--- config.mk ---
export PLATFORM = sky130hd
export DESIGN_NAME = odometer_tachometer_speed_counter
export DESIGN_NICKNAME = d
export VERILOG_FILES = /design/src/hw/rtl/ots_pkg.sv /design/src/hw/rtl/ots_digit_cell.sv /design/src/hw/rtl/ots_scaler.sv /design/src/hw/rtl/odometer_tachometer_speed_counter.sv
export SDC_FILE = /design/constraint.sdc
export NUM_CORES = 2
export LEC_CHECK = 0
export BUFFER_PORTS_ARGS = -buffer_cell sky130_fd_sc_hd__buf_2
export CORE_UTILIZATION = 30
export DETAILED_ROUTE_END_ITERATION = 7
export PLACE_DENSITY_LB_ADDON = 0.12
export SKIP_LAST_GASP = 1
export SLEW_MARGIN = 20
export SYNTH_ARGS = -nofsm -noshare
export SYNTH_HDL_FRONTEND = slang
export SYNTH_SLANG_ARGS = --single-unit
--- constraint.sdc ---
create_clock -name clk -period 11.1 [get_ports clk]
set_clock_uncertainty 0.1 [all_clocks]
set_input_delay 0.555 -clock clk [delete_from_list [all_inputs] [get_ports clk]]
set_output_delay 0.555 -clock clk [all_outputs]
set_load 0.005 [all_outputs]
--- src/hw/rtl/ots_pkg.sv ---
// Shared types and constants for the odometer / tachometer / speed counter.
// No dependencies; used by every RTL file of the block by scoped names.
`default_nettype none

package ots_pkg;

	// default parameter values
	localparam int ODO_DIGITS_DEF  = 6;
	localparam int COUNT_WIDTH_DEF = 14;

	// fixed field and register widths
	localparam int ODO_W         = 24;
	localparam int RPM_W         = 22;
	localparam int SPEED_W       = 21;
	localparam int CFG_DATA_W    = 16;
	localparam int CFG_INDEX_W   = 2;
	localparam int PPU_W         = 16;
	localparam int WIN_W         = 16;
	localparam int RPM_SCALE_W   = 8;
	localparam int SPEED_SCALE_W = 16;

	// register values after reset
	localparam logic [PPU_W-1:0]         PPU_RESET         = 16'd893;
	localparam logic [WIN_W-1:0]         WINDOW_RESET      = 16'd1000;
	localparam logic [RPM_SCALE_W-1:0]   RPM_SCALE_RESET   = 8'd60;
	localparam logic [SPEED_SCALE_W-1:0] SPEED_SCALE_RESET = 16'd4032;

	// decimal digit limit and speed divisor (scale is in thousandths)
	localparam logic [3:0] BCD_MAX   = 4'd9;
	localparam int         SPEED_DIV = 1000;

	// register indexes on the configuration port
	typedef enum logic [CFG_INDEX_W-1:0] {
		REG_PULSES_PER_UNIT   = 2'd0,
		REG_WINDOW_TICKS      = 2'd1,
		REG_RPM_SCALE         = 2'd2,
		REG_SPEED_SCALE_MILLI = 2'd3
	} cfg_reg_t;

	// input word
	typedef struct packed {
		logic wheel_pulse;
		logic engine_pulse;
		logic tick;
	} in_word_t;

	// result word
	typedef struct packed {
		logic [ODO_W-1:0]   odometer_bcd;
		logic [RPM_W-1:0]   engine_rpm;
		logic [SPEED_W-1:0] road_speed;
		logic               window_done;
	} out_word_t;

	// load enables of the scale pipeline stages
	typedef struct packed {
		logic s2;
		logic s3;
		logic s4;
	} stage_en_t;

endpackage

`default_nettype wire

--- src/hw/rtl/ots_digit_cell.sv ---
// One decimal odometer digit: holds its BCD value and passes a carry upward.
// Depends on ots_pkg for the digit limit.
`default_nettype none

module ots_digit_cell (
	input  wire logic       clk,
	input  wire logic       arst_n,
	input  wire logic       en,
	input  wire logic       carry_in,
	output logic            carry_out,
	output logic [3:0]      digit_next
);

	logic [3:0] digit_q;

	// advance on carry, wrap nine to zero and pass the carry on
	always_comb begin
		carry_out  = carry_in && (digit_q >= ots_pkg::BCD_MAX);
		digit_next = digit_q;
		if (carry_in) begin
			digit_next = (digit_q >= ots_pkg::BCD_MAX) ? 4'd0 : digit_q + 4'd1;
		end
	end

	always_ff @(posedge clk or negedge arst_n) begin
		if (!arst_n) begin
			digit_q <= 4'd0;
		end else if (en) begin
			digit_q <= digit_next;
		end
	end

endmodule

`default_nettype wire

--- src/hw/rtl/ots_scaler.sv ---
// Scale pipeline: rpm and speed products, divide by a thousand through a
// reciprocal split in two partial products, and the held window results.
// Depends on ots_pkg.
`default_nettype none

module ots_scaler #(
	parameter int COUNT_WIDTH = ots_pkg::COUNT_WIDTH_DEF
) (
	input  wire logic                               clk,
	input  wire logic                               arst_n,
	input  wire ots_pkg::stage_en_t                 en,
	input  wire logic                               done_s1,
	input  wire logic [COUNT_WIDTH-1:0]             eng_s1,
	input  wire logic [COUNT_WIDTH-1:0]             whl_s1,
	input  wire logic [ots_pkg::RPM_SCALE_W-1:0]    rpm_scale,
	input  wire logic [ots_pkg::SPEED_SCALE_W-1:0]  speed_scale,
	output logic                                    done_s4,
	output logic [ots_pkg::RPM_W-1:0]               rpm_s4,
	output logic [ots_pkg::SPEED_W-1:0]             speed_s4
);

	localparam int RPW  = COUNT_WIDTH + ots_pkg::RPM_SCALE_W;
	localparam int PW   = COUNT_WIDTH + ots_pkg::SPEED_SCALE_W;
	localparam int SH   = PW + $clog2(ots_pkg::SPEED_DIV);
	localparam int MW   = PW + 1;
	localparam int H    = (MW + 1) / 2;
	localparam int MH   = MW - H;
	localparam int SUMW = PW + MW + 1;
	localparam int QW   = PW - 9;
	localparam logic [63:0] RECIP =
		((64'd1 << SH) + 64'(ots_pkg::SPEED_DIV) - 64'd1) / 64'(ots_pkg::SPEED_DIV);
	localparam logic [H-1:0]  M_LO = RECIP[H-1:0];
	localparam logic [MH-1:0] M_HI = RECIP[MW-1:H];

	logic [RPW-1:0]                rpm_prod_s2;
	logic [PW-1:0]                 sp_prod_s2;
	logic                          done_s2;
	logic [PW+H-1:0]               pp_lo_s3;
	logic [PW+MH-1:0]              pp_hi_s3;
	logic [ots_pkg::RPM_W-1:0]     rpm_s3;
	logic                          done_s3;
	logic [RPW+ots_pkg::RPM_W-1:0] rpm_ext;
	logic [SUMW-1:0]               quot_sum;
	logic [QW-1:0]                 quot;
	logic [QW+ots_pkg::SPEED_W-1:0] quot_ext;

	// widen or cut the rpm product to the result field
	assign rpm_ext = {{ots_pkg::RPM_W{1'b0}}, rpm_prod_s2};

	// recombine partial products and take the quotient bits
	assign quot_sum = SUMW'(pp_lo_s3) + (SUMW'(pp_hi_s3) << H);
	assign quot     = quot_sum[SH +: QW];
	assign quot_ext = {{ots_pkg::SPEED_W{1'b0}}, quot};

	// stage 2: window count products
	always_ff @(posedge clk) begin
		if (en.s2) begin
			rpm_prod_s2 <= RPW'(eng_s1) * RPW'(rpm_scale);
			sp_prod_s2  <= PW'(whl_s1) * PW'(speed_scale);
			done_s2     <= done_s1;
		end
	end

	// stage 3: reciprocal partial products
	always_ff @(posedge clk) begin
		if (en.s3) begin
			pp_lo_s3 <= (PW+H)'(sp_prod_s2) * (PW+H)'(M_LO);
			pp_hi_s3 <= (PW+MH)'(sp_prod_s2) * (PW+MH)'(M_HI);
			rpm_s3   <= rpm_ext[ots_pkg::RPM_W-1:0];
			done_s3  <= done_s2;
		end
	end

	// stage 4: update the held results only on a closing word
	always_ff @(posedge clk or negedge arst_n) begin
		if (!arst_n) begin
			done_s4  <= 1'b0;
			rpm_s4   <= '0;
			speed_s4 <= '0;
		end else if (en.s4) begin
			done_s4 <= done_s3;
			if (done_s3) begin
				rpm_s4   <= rpm_s3;
				speed_s4 <= quot_ext[ots_pkg::SPEED_W-1:0];
			end
		end
	end

endmodule

`default_nettype wire

--- src/hw/rtl/odometer_tachometer_speed_counter.sv ---
// Top level: configuration registers, distance prescaler, digit cell row,
// gate window counters and the handshake around the scale pipeline.
// Depends on ots_pkg, ots_digit_cell and ots_scaler.
//
//   channel   direction  signals                      word
//   input     in         in_valid / in_ready          ots_pkg::in_word_t
//   result    out        out_valid / out_ready        ots_pkg::out_word_t
//   config    in         cfg_we, cfg_index, cfg_data  write only, no wait
//
// One word per cycle sustained while out_ready stays high; a result word is
// valid once its word has passed the four register stages s1 to s4 of the
// pipeline, and it leaves when out_ready is high.
// Counters, prescaler and odometer cells update at acceptance; the later
// stages carry the window counts through the multipliers and the odometer value beside them.
// Reset loads the register defaults and the gate timer and clears all other counts; no clearing pass.
// A stalled result holds stage 4; ready ripples back through empty stages.
`default_nettype none

module odometer_tachometer_speed_counter #(
	parameter int ODO_DIGITS  = ots_pkg::ODO_DIGITS_DEF,
	parameter int COUNT_WIDTH = ots_pkg::COUNT_WIDTH_DEF
) (
	input  wire logic                             clk,
	input  wire logic                             arst_n,
	input  wire logic                             in_valid,
	output logic                                  in_ready,
	input  wire ots_pkg::in_word_t                in_data,
	output logic                                  out_valid,
	input  wire logic                             out_ready,
	output ots_pkg::out_word_t                    out_data,
	input  wire logic                             cfg_we,
	input  wire logic [ots_pkg::CFG_INDEX_W-1:0]  cfg_index,
	input  wire logic [ots_pkg::CFG_DATA_W-1:0]   cfg_data
);

	localparam int PACK_DIGITS =
		(ODO_DIGITS < ots_pkg::ODO_W / 4) ? ODO_DIGITS : ots_pkg::ODO_W / 4;
	localparam logic [COUNT_WIDTH-1:0] CNT_MAX = {COUNT_WIDTH{1'b1}};

	// configuration registers
	logic [ots_pkg::PPU_W-1:0]         ppu_q;
	logic [ots_pkg::WIN_W-1:0]         window_q;
	logic [ots_pkg::RPM_SCALE_W-1:0]   rpm_scale_q;
	logic [ots_pkg::SPEED_SCALE_W-1:0] speed_scale_q;

	// counting state
	logic [ots_pkg::PPU_W-1:0] dist_q;
	logic [COUNT_WIDTH-1:0]    wheel_cnt_q;
	logic [COUNT_WIDTH-1:0]    eng_cnt_q;
	logic [ots_pkg::WIN_W-1:0] ticks_left_q;

	// pipeline
	logic                      v_s1, v_s2, v_s3, v_s4;
	logic                      rdy1, rdy2, rdy3, rdy4;
	logic                      done_s1;
	logic [COUNT_WIDTH-1:0]    eng_s1, whl_s1;
	logic [ots_pkg::ODO_W-1:0] odo_s1, odo_s2, odo_s3, odo_s4;
	logic                      done_s4;
	logic [ots_pkg::RPM_W-1:0]   rpm_s4;
	logic [ots_pkg::SPEED_W-1:0] speed_s4;
	ots_pkg::stage_en_t        stage_en;

	// combinational next state
	logic                      accept;
	logic [ots_pkg::PPU_W:0]   prescale_inc;
	logic                      unit_step;
	logic [ots_pkg::PPU_W-1:0] dist_next;
	logic [COUNT_WIDTH-1:0]    wheel_upd, eng_upd;
	logic                      close;
	logic [ots_pkg::WIN_W-1:0] ticks_next;
	logic [ots_pkg::ODO_W-1:0] odo_next;
	logic [ODO_DIGITS-1:0]     carry;
	logic [3:0]                digit_next [ODO_DIGITS];
	logic                      odo_wrap;

	// handshake: each stage takes a word when empty or when the next one moves
	assign rdy4     = !v_s4 || out_ready;
	assign rdy3     = !v_s3 || rdy4;
	assign rdy2     = !v_s2 || rdy3;
	assign rdy1     = !v_s1 || rdy2;
	assign in_ready = rdy1;
	assign accept   = in_valid && in_ready;

	assign stage_en.s2 = rdy2 && v_s1;
	assign stage_en.s3 = rdy3 && v_s2;
	assign stage_en.s4 = rdy4 && v_s3;

	always_ff @(posedge clk or negedge arst_n) begin
		if (!arst_n) begin
			v_s1 <= 1'b0;
			v_s2 <= 1'b0;
			v_s3 <= 1'b0;
			v_s4 <= 1'b0;
		end else begin
			if (rdy1) v_s1 <= in_valid;
			if (rdy2) v_s2 <= v_s1;
			if (rdy3) v_s3 <= v_s2;
			if (rdy4) v_s4 <= v_s3;
		end
	end

	// configuration writes
	always_ff @(posedge clk or negedge arst_n) begin
		if (!arst_n) begin
			ppu_q         <= ots_pkg::PPU_RESET;
			window_q      <= ots_pkg::WINDOW_RESET;
			rpm_scale_q   <= ots_pkg::RPM_SCALE_RESET;
			speed_scale_q <= ots_pkg::SPEED_SCALE_RESET;
		end else if (cfg_we) begin
			unique case (ots_pkg::cfg_reg_t'(cfg_index))
				ots_pkg::REG_PULSES_PER_UNIT:   ppu_q         <= cfg_data;
				ots_pkg::REG_WINDOW_TICKS:      window_q      <= cfg_data;
				ots_pkg::REG_RPM_SCALE:         rpm_scale_q   <= cfg_data[ots_pkg::RPM_SCALE_W-1:0];
				ots_pkg::REG_SPEED_SCALE_MILLI: speed_scale_q <= cfg_data;
			endcase
		end
	end

	// prescaler, saturating window counts and gate timer
	always_comb begin
		prescale_inc = {1'b0, dist_q} + 17'd1;
		unit_step    = in_data.wheel_pulse && (prescale_inc >= {1'b0, ppu_q});
		dist_next    = dist_q;
		if (in_data.wheel_pulse) begin
			dist_next = unit_step ? '0 : prescale_inc[ots_pkg::PPU_W-1:0];
		end
		wheel_upd = wheel_cnt_q;
		if (in_data.wheel_pulse && (wheel_cnt_q != CNT_MAX)) begin
			wheel_upd = wheel_cnt_q + COUNT_WIDTH'(1);
		end
		eng_upd = eng_cnt_q;
		if (in_data.engine_pulse && (eng_cnt_q != CNT_MAX)) begin
			eng_upd = eng_cnt_q + COUNT_WIDTH'(1);
		end
		close      = in_data.tick && (ticks_left_q <= 16'd1);
		ticks_next = ticks_left_q;
		if (close) begin
			ticks_next = window_q;
		end else if (in_data.tick) begin
			ticks_next = ticks_left_q - 16'd1;
		end
	end

	always_ff @(posedge clk or negedge arst_n) begin
		if (!arst_n) begin
			dist_q       <= '0;
			wheel_cnt_q  <= '0;
			eng_cnt_q    <= '0;
			ticks_left_q <= ots_pkg::WINDOW_RESET;
		end else if (accept) begin
			dist_q       <= dist_next;
			wheel_cnt_q  <= close ? '0 : wheel_upd;
			eng_cnt_q    <= close ? '0 : eng_upd;
			ticks_left_q <= ticks_next;
		end
	end

	// odometer: row of digit cells, carry handed upward
	assign carry[0] = unit_step;

	for (genvar d = 0; d < ODO_DIGITS; d++) begin : g_digit
		if (d < ODO_DIGITS - 1) begin : g_mid
			ots_digit_cell u_cell (
				.clk        (clk),
				.arst_n     (arst_n),
				.en         (accept),
				.carry_in   (carry[d]),
				.carry_out  (carry[d+1]),
				.digit_next (digit_next[d])
			);
		end else begin : g_top
			ots_digit_cell u_cell (
				.clk        (clk),
				.arst_n     (arst_n),
				.en         (accept),
				.carry_in   (carry[d]),
				.carry_out  (odo_wrap),
				.digit_next (digit_next[d])
			);
		end
	end

	// pack the low digits into the result field
	always_comb begin
		odo_next = '0;
		for (int d = 0; d < PACK_DIGITS; d++) begin
			odo_next[4*d +: 4] = digit_next[d];
		end
	end

	// stage 1: capture counts, closing flag and odometer value of each accepted word
	always_ff @(posedge clk) begin
		if (accept) begin
			done_s1 <= close;
			eng_s1  <= eng_upd;
			whl_s1  <= wheel_upd;
			odo_s1  <= odo_next;
		end
	end

	// carry the odometer value beside the scale pipeline
	always_ff @(posedge clk) begin
		if (stage_en.s2) odo_s2 <= odo_s1;
		if (stage_en.s3) odo_s3 <= odo_s2;
		if (stage_en.s4) odo_s4 <= odo_s3;
	end

	ots_scaler #(
		.COUNT_WIDTH (COUNT_WIDTH)
	) u_scaler (
		.clk         (clk),
		.arst_n      (arst_n),
		.en          (stage_en),
		.done_s1     (done_s1),
		.eng_s1      (eng_s1),
		.whl_s1      (whl_s1),
		.rpm_scale   (rpm_scale_q),
		.speed_scale (speed_scale_q),
		.done_s4     (done_s4),
		.rpm_s4      (rpm_s4),
		.speed_s4    (speed_s4)
	);

	// result word
	assign out_valid             = v_s4;
	assign out_data.odometer_bcd = odo_s4;
	assign out_data.engine_rpm   = rpm_s4;
	assign out_data.road_speed   = speed_s4;
	assign out_data.window_done  = done_s4;

	// a closing tick marks the captured word as done
	a_close_marks: assert property (@(posedge clk) disable iff (!arst_n)
		accept && in_data.tick && (ticks_left_q <= 16'd1) |=> v_s1 && done_s1)
		else $error("closing tick did not mark the word as done");

	// window counts restart after a close
	a_close_clears: assert property (@(posedge clk) disable iff (!arst_n)
		accept && close |=> (wheel_cnt_q == '0) && (eng_cnt_q == '0))
		else $error("window counts not cleared on close");

	// odometer wrap leaves all digits at zero
	a_wrap_zero: assert property (@(posedge clk) disable iff (!arst_n)
		accept && odo_wrap |=> odo_s1 == '0)
		else $error("odometer wrap left nonzero digits");

	// prescaler stays below the unit length after a wheel pulse
	a_prescale_range: assert property (@(posedge clk) disable iff (!arst_n)
		accept && in_data.wheel_pulse && !cfg_we |=> (dist_q < ppu_q) || (dist_q == '0))
		else $error("prescaler out of range");

	// an empty pipeline always takes a word
	a_empty_ready: assert property (@(posedge clk) disable iff (!arst_n)
		!v_s1 && !v_s2 && !v_s3 && !v_s4 |-> in_ready)
		else $error("empty pipeline refused a word");

endmodule

`default_nettype wire
* Yosys cells after proc, flatten, opt, wreduce, memory -nomap -nowiden
Index checks and enable logic that the tools add are counted.
Storage, ports and cells: flip-flop bits (word level) 476, input bits 26, logic and storage cells 112, output and inout bits 70
Operators by class: $mul 4, add/subtract/negate cells 11, eq/ne operators 5, mux-type cells 19, $lt $le $gt $ge 8, reduce and logical (&&, ||, !) cells 30
Operators with widths (number):
- 44-bit by 61-bit adder with 61-bit output | 1
- 14-bit two-way mux | 4
- 16-bit two-way mux | 3
- 4-bit two-way mux | 12
- 30-bit by 15-bit multiplier with 45-bit output (second input constant) | 1
- 30-bit by 12-bit multiplier with 42-bit output (second input constant) | 1
- 14-bit by 16-bit multiplier with 30-bit output | 1
- 14-bit by 1-bit adder with 14-bit output (second input constant) | 2
- 14-bit != test (second input constant) | 2
- 4-bit by 1-bit adder with 4-bit output (second input constant) | 6
- 4-bit >= comparator (second input constant) | 6
- 14-bit by 8-bit multiplier with 22-bit output | 1
- 16-bit by 1-bit adder with 17-bit output (second input constant) | 1
- 17-bit by 16-bit >= comparator with 1-bit output | 1
- 16-bit by 1-bit less-or-equal comparator with 1-bit output (second input constant) | 1
- 16-bit by 1-bit subtractor with 16-bit output (second input constant) | 1
- 2-bit AND reduction | 7
- 1-bit logical AND | 13
- 2-bit equality test (second input constant) | 2
- 1-bit logical NOT | 4
- 1-bit logical OR | 4
- 2-bit by 1-bit equality test with 1-bit output (second input constant) | 1
- 2-bit logical NOT | 1
- 2-bit nonzero test | 1

* Longest topological paths before layout
depth after elaboration 9, gate-level depth with buffers 24, mapped depth without buffers 23

* Cells and area by module
Synthesis repeated with hierarchy kept, for this count alone.
Second synthesis, totals: cell total of the unflattened synthesis 4036, area, all modules 42600.9 µm²
By module, submodules not included:
- ots_scaler | cells an instance 2977, times used 1, area an instance 30237.8 µm², sequential area each 5575.3 µm²
- odometer_tachometer_speed_counter | cells an instance 807, times used 1, area an instance 10358.7 µm², sequential area each 6794.0 µm²
- ots_digit_cell | cells an instance 42, times used 6, area an instance 334.1 µm², sequential area each 100.1 µm²

* Least setup slack after synthesis
OpenSTA, ideal clock, no wires.
path kind register -> register, start point register speed_scale_q[6] (netlist bit), end point register u_scaler.sp_prod_s2[26] (data pin), cell stages (with the launch flop) 22, setup time 0.260 ns, slack 4.742 ns, period minus slack after synthesis 6.358 ns, data required time 10.740 ns, path buffers 1, arrival time 5.998 ns, cells stage by stage dfstp_2 > clkbuf_1 > nand2_1 > fa_1 > fa_1 > inv_1 > fa_1 > fa_1 > fa_1 > inv_1 > fa_1 > inv_1 > ha_1 > a21o_1 > a21o_1 > a21oi_1 > o21ai_0 > nor3b_1 > a2111o_1 > a31o_2 > a21oi_1 > xnor2_1
Between the ends: cells in the longest elaborated chain, start to end 1
RTL lines:
- start: declaration | line odometer_tachometer_speed_counter.sv:44 | logic [ots_pkg::SPEED_SCALE_W-1:0] speed_scale_q;
- start signal: assignment | line odometer_tachometer_speed_counter.sv:108 | speed_scale_q <= ots_pkg::SPEED_SCALE_RESET;
- start signal: assignment | line odometer_tachometer_speed_counter.sv:114 | ots_pkg::REG_SPEED_SCALE_MILLI: speed_scale_q <= cfg_data;
- 14-bit by 16-bit multiplier with 30-bit output | line ots_scaler.sv:59 | sp_prod_s2 <= PW'(whl_s1) * PW'(speed_scale);
- end signal: assignment | line ots_scaler.sv:59
- end: declaration | line ots_scaler.sv:36 | logic [PW-1:0] sp_prod_s2;
Every way passes these cells. A chain may end at the register's enable or synchronous reset.

* Final worst setup path
start point register whl_s1[7], end point register u_scaler.sp_prod_s2[26] (data pin)
Between the ends: cells in the longest elaborated chain, start to end 1
RTL lines:
- start: declaration | line odometer_tachometer_speed_counter.sv:56 | logic [COUNT_WIDTH-1:0] eng_s1, whl_s1;
- start signal: assignment | line odometer_tachometer_speed_counter.sv:196 | whl_s1 <= wheel_upd;
- 14-bit by 16-bit multiplier with 30-bit output | line ots_scaler.sv:59
Every way passes these cells.

==> flow_summary.toml <==
[run_status]
outcome = "complete, no violations"

[place]
gp_congestion = 0.832
io_buffers = 95
dpl.hpwl_um = 84500

[cts]
clock_sinks = 462
clk_path_buf_depth = 3
cts_tree = "yes"
path_clk_slew_ps = 60
cts_buffers = 54
clk_latency_ps = 660
root_buffer = "clkbuf_16"
htree_levels = 2

[timing]
hold_viol = 0
rsz0062_at_grt = "false"
setup_tns_ps = 0
setup_violations = 0
fin_crit_ps = 6820
tightest_slew_ps = 1030
fmax_mhz = 147
finalCritPeriodShare_pct = 61.4
slew_viol_final = 0
relSlewSlack_pct = 30.9

[critical_path]
r2r_end = "u_scaler.sp_prod_s2[26]$_DFFE_PP_"
path_class = "reg2reg"
startpoint = "whl_s1[7]$_DFFE_PP_"
crit_path_start_kind = "flip-flop"
crit_arrival_ps = 7080
regToRegSetupSlack_ps = 4280
cpMaxStageDelayCell = "edfxtp_1"
crit_fanout = 16
path_cells = "nand2_1, fa_1, fa_1, inv_1, fa_1, fa_1, fa_1, inv_1, fa_1, inv_1, ha_1, a21o_1, a21o_1, a21oi_1, o21ai_0, nor3b_1, a2111o_1, a31o_2, a21oi_1, xnor2_1"
crit_end = "u_scaler.sp_prod_s2[26]$_DFFE_PP_"
reg2reg_from = "whl_s1[7]$_DFFE_PP_"
crit_top_cell = "fa_1"
worst_r2r_path_depth = 20
crit_path_end_kind = "flip-flop"
cp_data_required_time_ps = 11360
max_stage_delay_ps = 840

[final_layout]
area_growth_pct = 10.5
seq_area_mm2 = 0.0130
drive_gt1_share_pct = 7.47
multiInputGateArea_mm2 = 0.0256
nets = 4977
nFillCells = 13900

[logic_synthesis]
synth_fp_nets = 4895
ys_types = 74
synth_edf_count = 274
ys_ff_latch = 462
synth_cells = 3905
synthArstFlopShare_pct = 40.7
yosys_warnings = 0
synth.avg_cell_area_um2 = 10.6
syn-cell-area_mm2 = 0.0414
synth_ff_type = "edfxtp_1"
seq_area_frac_synth_pct = 31.3

[worst_hold_path]
hp-class = "in2reg"

[global_route]
grt_pass1_wl_um = 170000
first_global_vias = 28800
grt_overflow = 0
grtUsageTotal_pct = 15.6
grt_max_degree = 89
antenna_found_initial = 0

[detailed_routing]
vias = 26600
drtIter0Drc = 1115
drtAntennaViolNets = 0
wl_per_cell_um = 18.3
route.detailed.drc = 0
via_per_inst = 4.58
drtPass1Iterations = 5
wl_um = 107000

[floorplan]
die_w_um = 374
core_area_mm2 = 0.136
start_util_pct = 30.4
die_h_um = 374
ios = 96
die_area_mm2 = 0.140
rows = 135

[run]
drv_cap = 0
-- cell families (layout without fill, tap and decap cells) --
kind of cell	after synthesis	count (layout)	synth area share (%)
adder cells (fa/ha/maj)	964	964	37.6
AND/OR/NAND/NOR	940	940	10.9
buffers and inverters	770	896	7.01
AO/OA/AOI/OAI	557	557	8.41
flip-flops	462	462	31.3
XOR/XNOR	162	162	3.43
multiplexers	50	50	1.35
other	0	2	0
-- synthesized netlist by cell type (all sizes together) (4+ instances only) --
master   number  area share, %
inv         683            6.2
ha          497             15
fa          467             23
nand2       422            3.8
edfxtp      274             20
o21ai       173            2.1
and2        171            2.6
dfrtp       158            9.5
a21oi       139            1.7
nor2        117            1.1
xnor2       105            2.2
clkbuf       80           0.72
nand3        66           0.81
xor2         57            1.2
a21o         52           0.94
mux2         47            1.3
and3         34           0.51
dfstp        30            1.9
nor3         29           0.40
o21bai       26           0.47
nand2b       22           0.33
o21a         21           0.38
o31ai        19           0.34
a22o         16           0.34
nand4        16           0.24
a31oi        15           0.23
a211oi       14           0.25
o211ai       14           0.25
nor2b        13           0.20
or3          12           0.19
nor4         10           0.20
and4          9           0.19
a211o         7           0.15
buf           7          0.094
o22ai         7           0.11
o41ai         7           0.15
o2bb2ai       6           0.13
or2           6          0.091
a21boi        5          0.091
a31o          4          0.085
o2111ai       4          0.085
-- routing by layer --
layer / vias to the layer above / part of all wire, % / wire length, um / track usage [%]
met5: - / 0 / 0 / 0
met1: 13300 / 51 / 53800 / 22.3
li1: 13000 / - / - / -
met3: 85 / 2.6 / 2810 / 1.81
met2: 260 / 46 / 48600 / 25.5
met4: 0 / 1.3 / 1380 / 2.54
-- registers in the layout (all words and copies together) (netlist names), 16 cells and up --
register / cells
u_scaler.pp_hi_s3: 45
u_scaler.sp_prod_s2: 30
u_scaler.pp_lo_s3: 28
odo_s1: 24
odo_s2: 24
odo_s3: 24
odo_s4: 24
u_scaler.rpm_prod_s2: 22
u_scaler.rpm_s3: 22
u_scaler.rpm_s4: 22
u_scaler.speed_s4: 21
g_digit.g_mid.u_cell.digit_q: 20
dist_q: 16
ppu_q: 16
speed_scale_q: 16
ticks_left_q: 16
window_q: 16
-- how the worst min path moves through the flow --
stage                               startpoint                    end  slack [ps]  cells past startpoint
final                              cfg_data[9]   ppu_q[9]$_DFFE_PN1P_          80                      3
after global routing               cfg_data[9]   ppu_q[9]$_DFFE_PN1P_          60                      3
after CTS                          cfg_data[9]   ppu_q[9]$_DFFE_PN1P_          30                      3
after detailed placement  odo_s1[21]$_DFFE_PP_   odo_s2[21]$_DFFE_PP_         300                      0
after global placement     odo_s1[2]$_DFFE_PP_    odo_s2[2]$_DFFE_PP_         300                      0
after floorplan                         arst_n  dist_q[0]$_DFFE_PN0P_         160                      0
-- through the flow --
step / cell area [um2] / setup slack, ps / instances / utilization, % / hold slack (ps)
3_5_place_dp: 43900 / 4310 / 5711 / 32.3 / 305
5_1_grt: 45800 / 3890 / 5812 / 33.6 / 64.8
4_1_cts: 45800 / 4250 / 5812 / 33.6 / 29.4
2_1_floorplan: 41400 / 4740 / 3905 / - / 159
6_report: 45800 / 4280 / 5814 / 33.6 / 77.2
3_3_place_gp: 43900 / 4330 / 5711 / 32.3 / 301
-- critical path, delay by kind of cell, from the launching register on --
family / cells / cell delay (ps)
xor gates and xnor gates: 1 / 80
AOI/OAI and AO/OA: 7 / 1520
DFF: 1 / 840
adders and majority gates: 7 / 3460
buffers and inverters: 3 / 150
and+or+nand+nor: 2 / 340
-- cells in the final DEF, fill, tap and decap left out, drive strengths merged, types with 19 or more instances in the layout --
cell    instances
dfstp          30
xnor2         105
mux2           47
nor3           29
nand2         422
ha            497
nor2          117
edfxtp        274
a21o           52
o21a           21
nand2b         22
and2          171
a21oi         139
fa            467
and3           34
o21ai         173
xor2           57
o31ai          19
clkbuf         67
inv           686
buf           111
clkinv         20
dfrtp         158
nand3          66
o21bai         26
-- repair_timing --
item	4_1_cts	5_1_grt
endpoints found under the hold margin	77	0
buffers inserted	0	0
gates resized for setup	0	0
hold buffers	1	0
-- cell type report --
type | instances | area share, %
repair buffers | 113 | 1.36
inverters | 683 | 5.60
well taps | 1781 | 4.87
multi-input cells | 2673 | 55.9
clock buffers | 66 | 3.14
diodes | 2 | 0.0109
clock inverters | 34 | 0.839
flip-flops and latches | 462 | 28.3
Power is left out: the tool's default activity adds up to more than one toggle a clock period on the data nets, which glitch-free logic cannot reach.
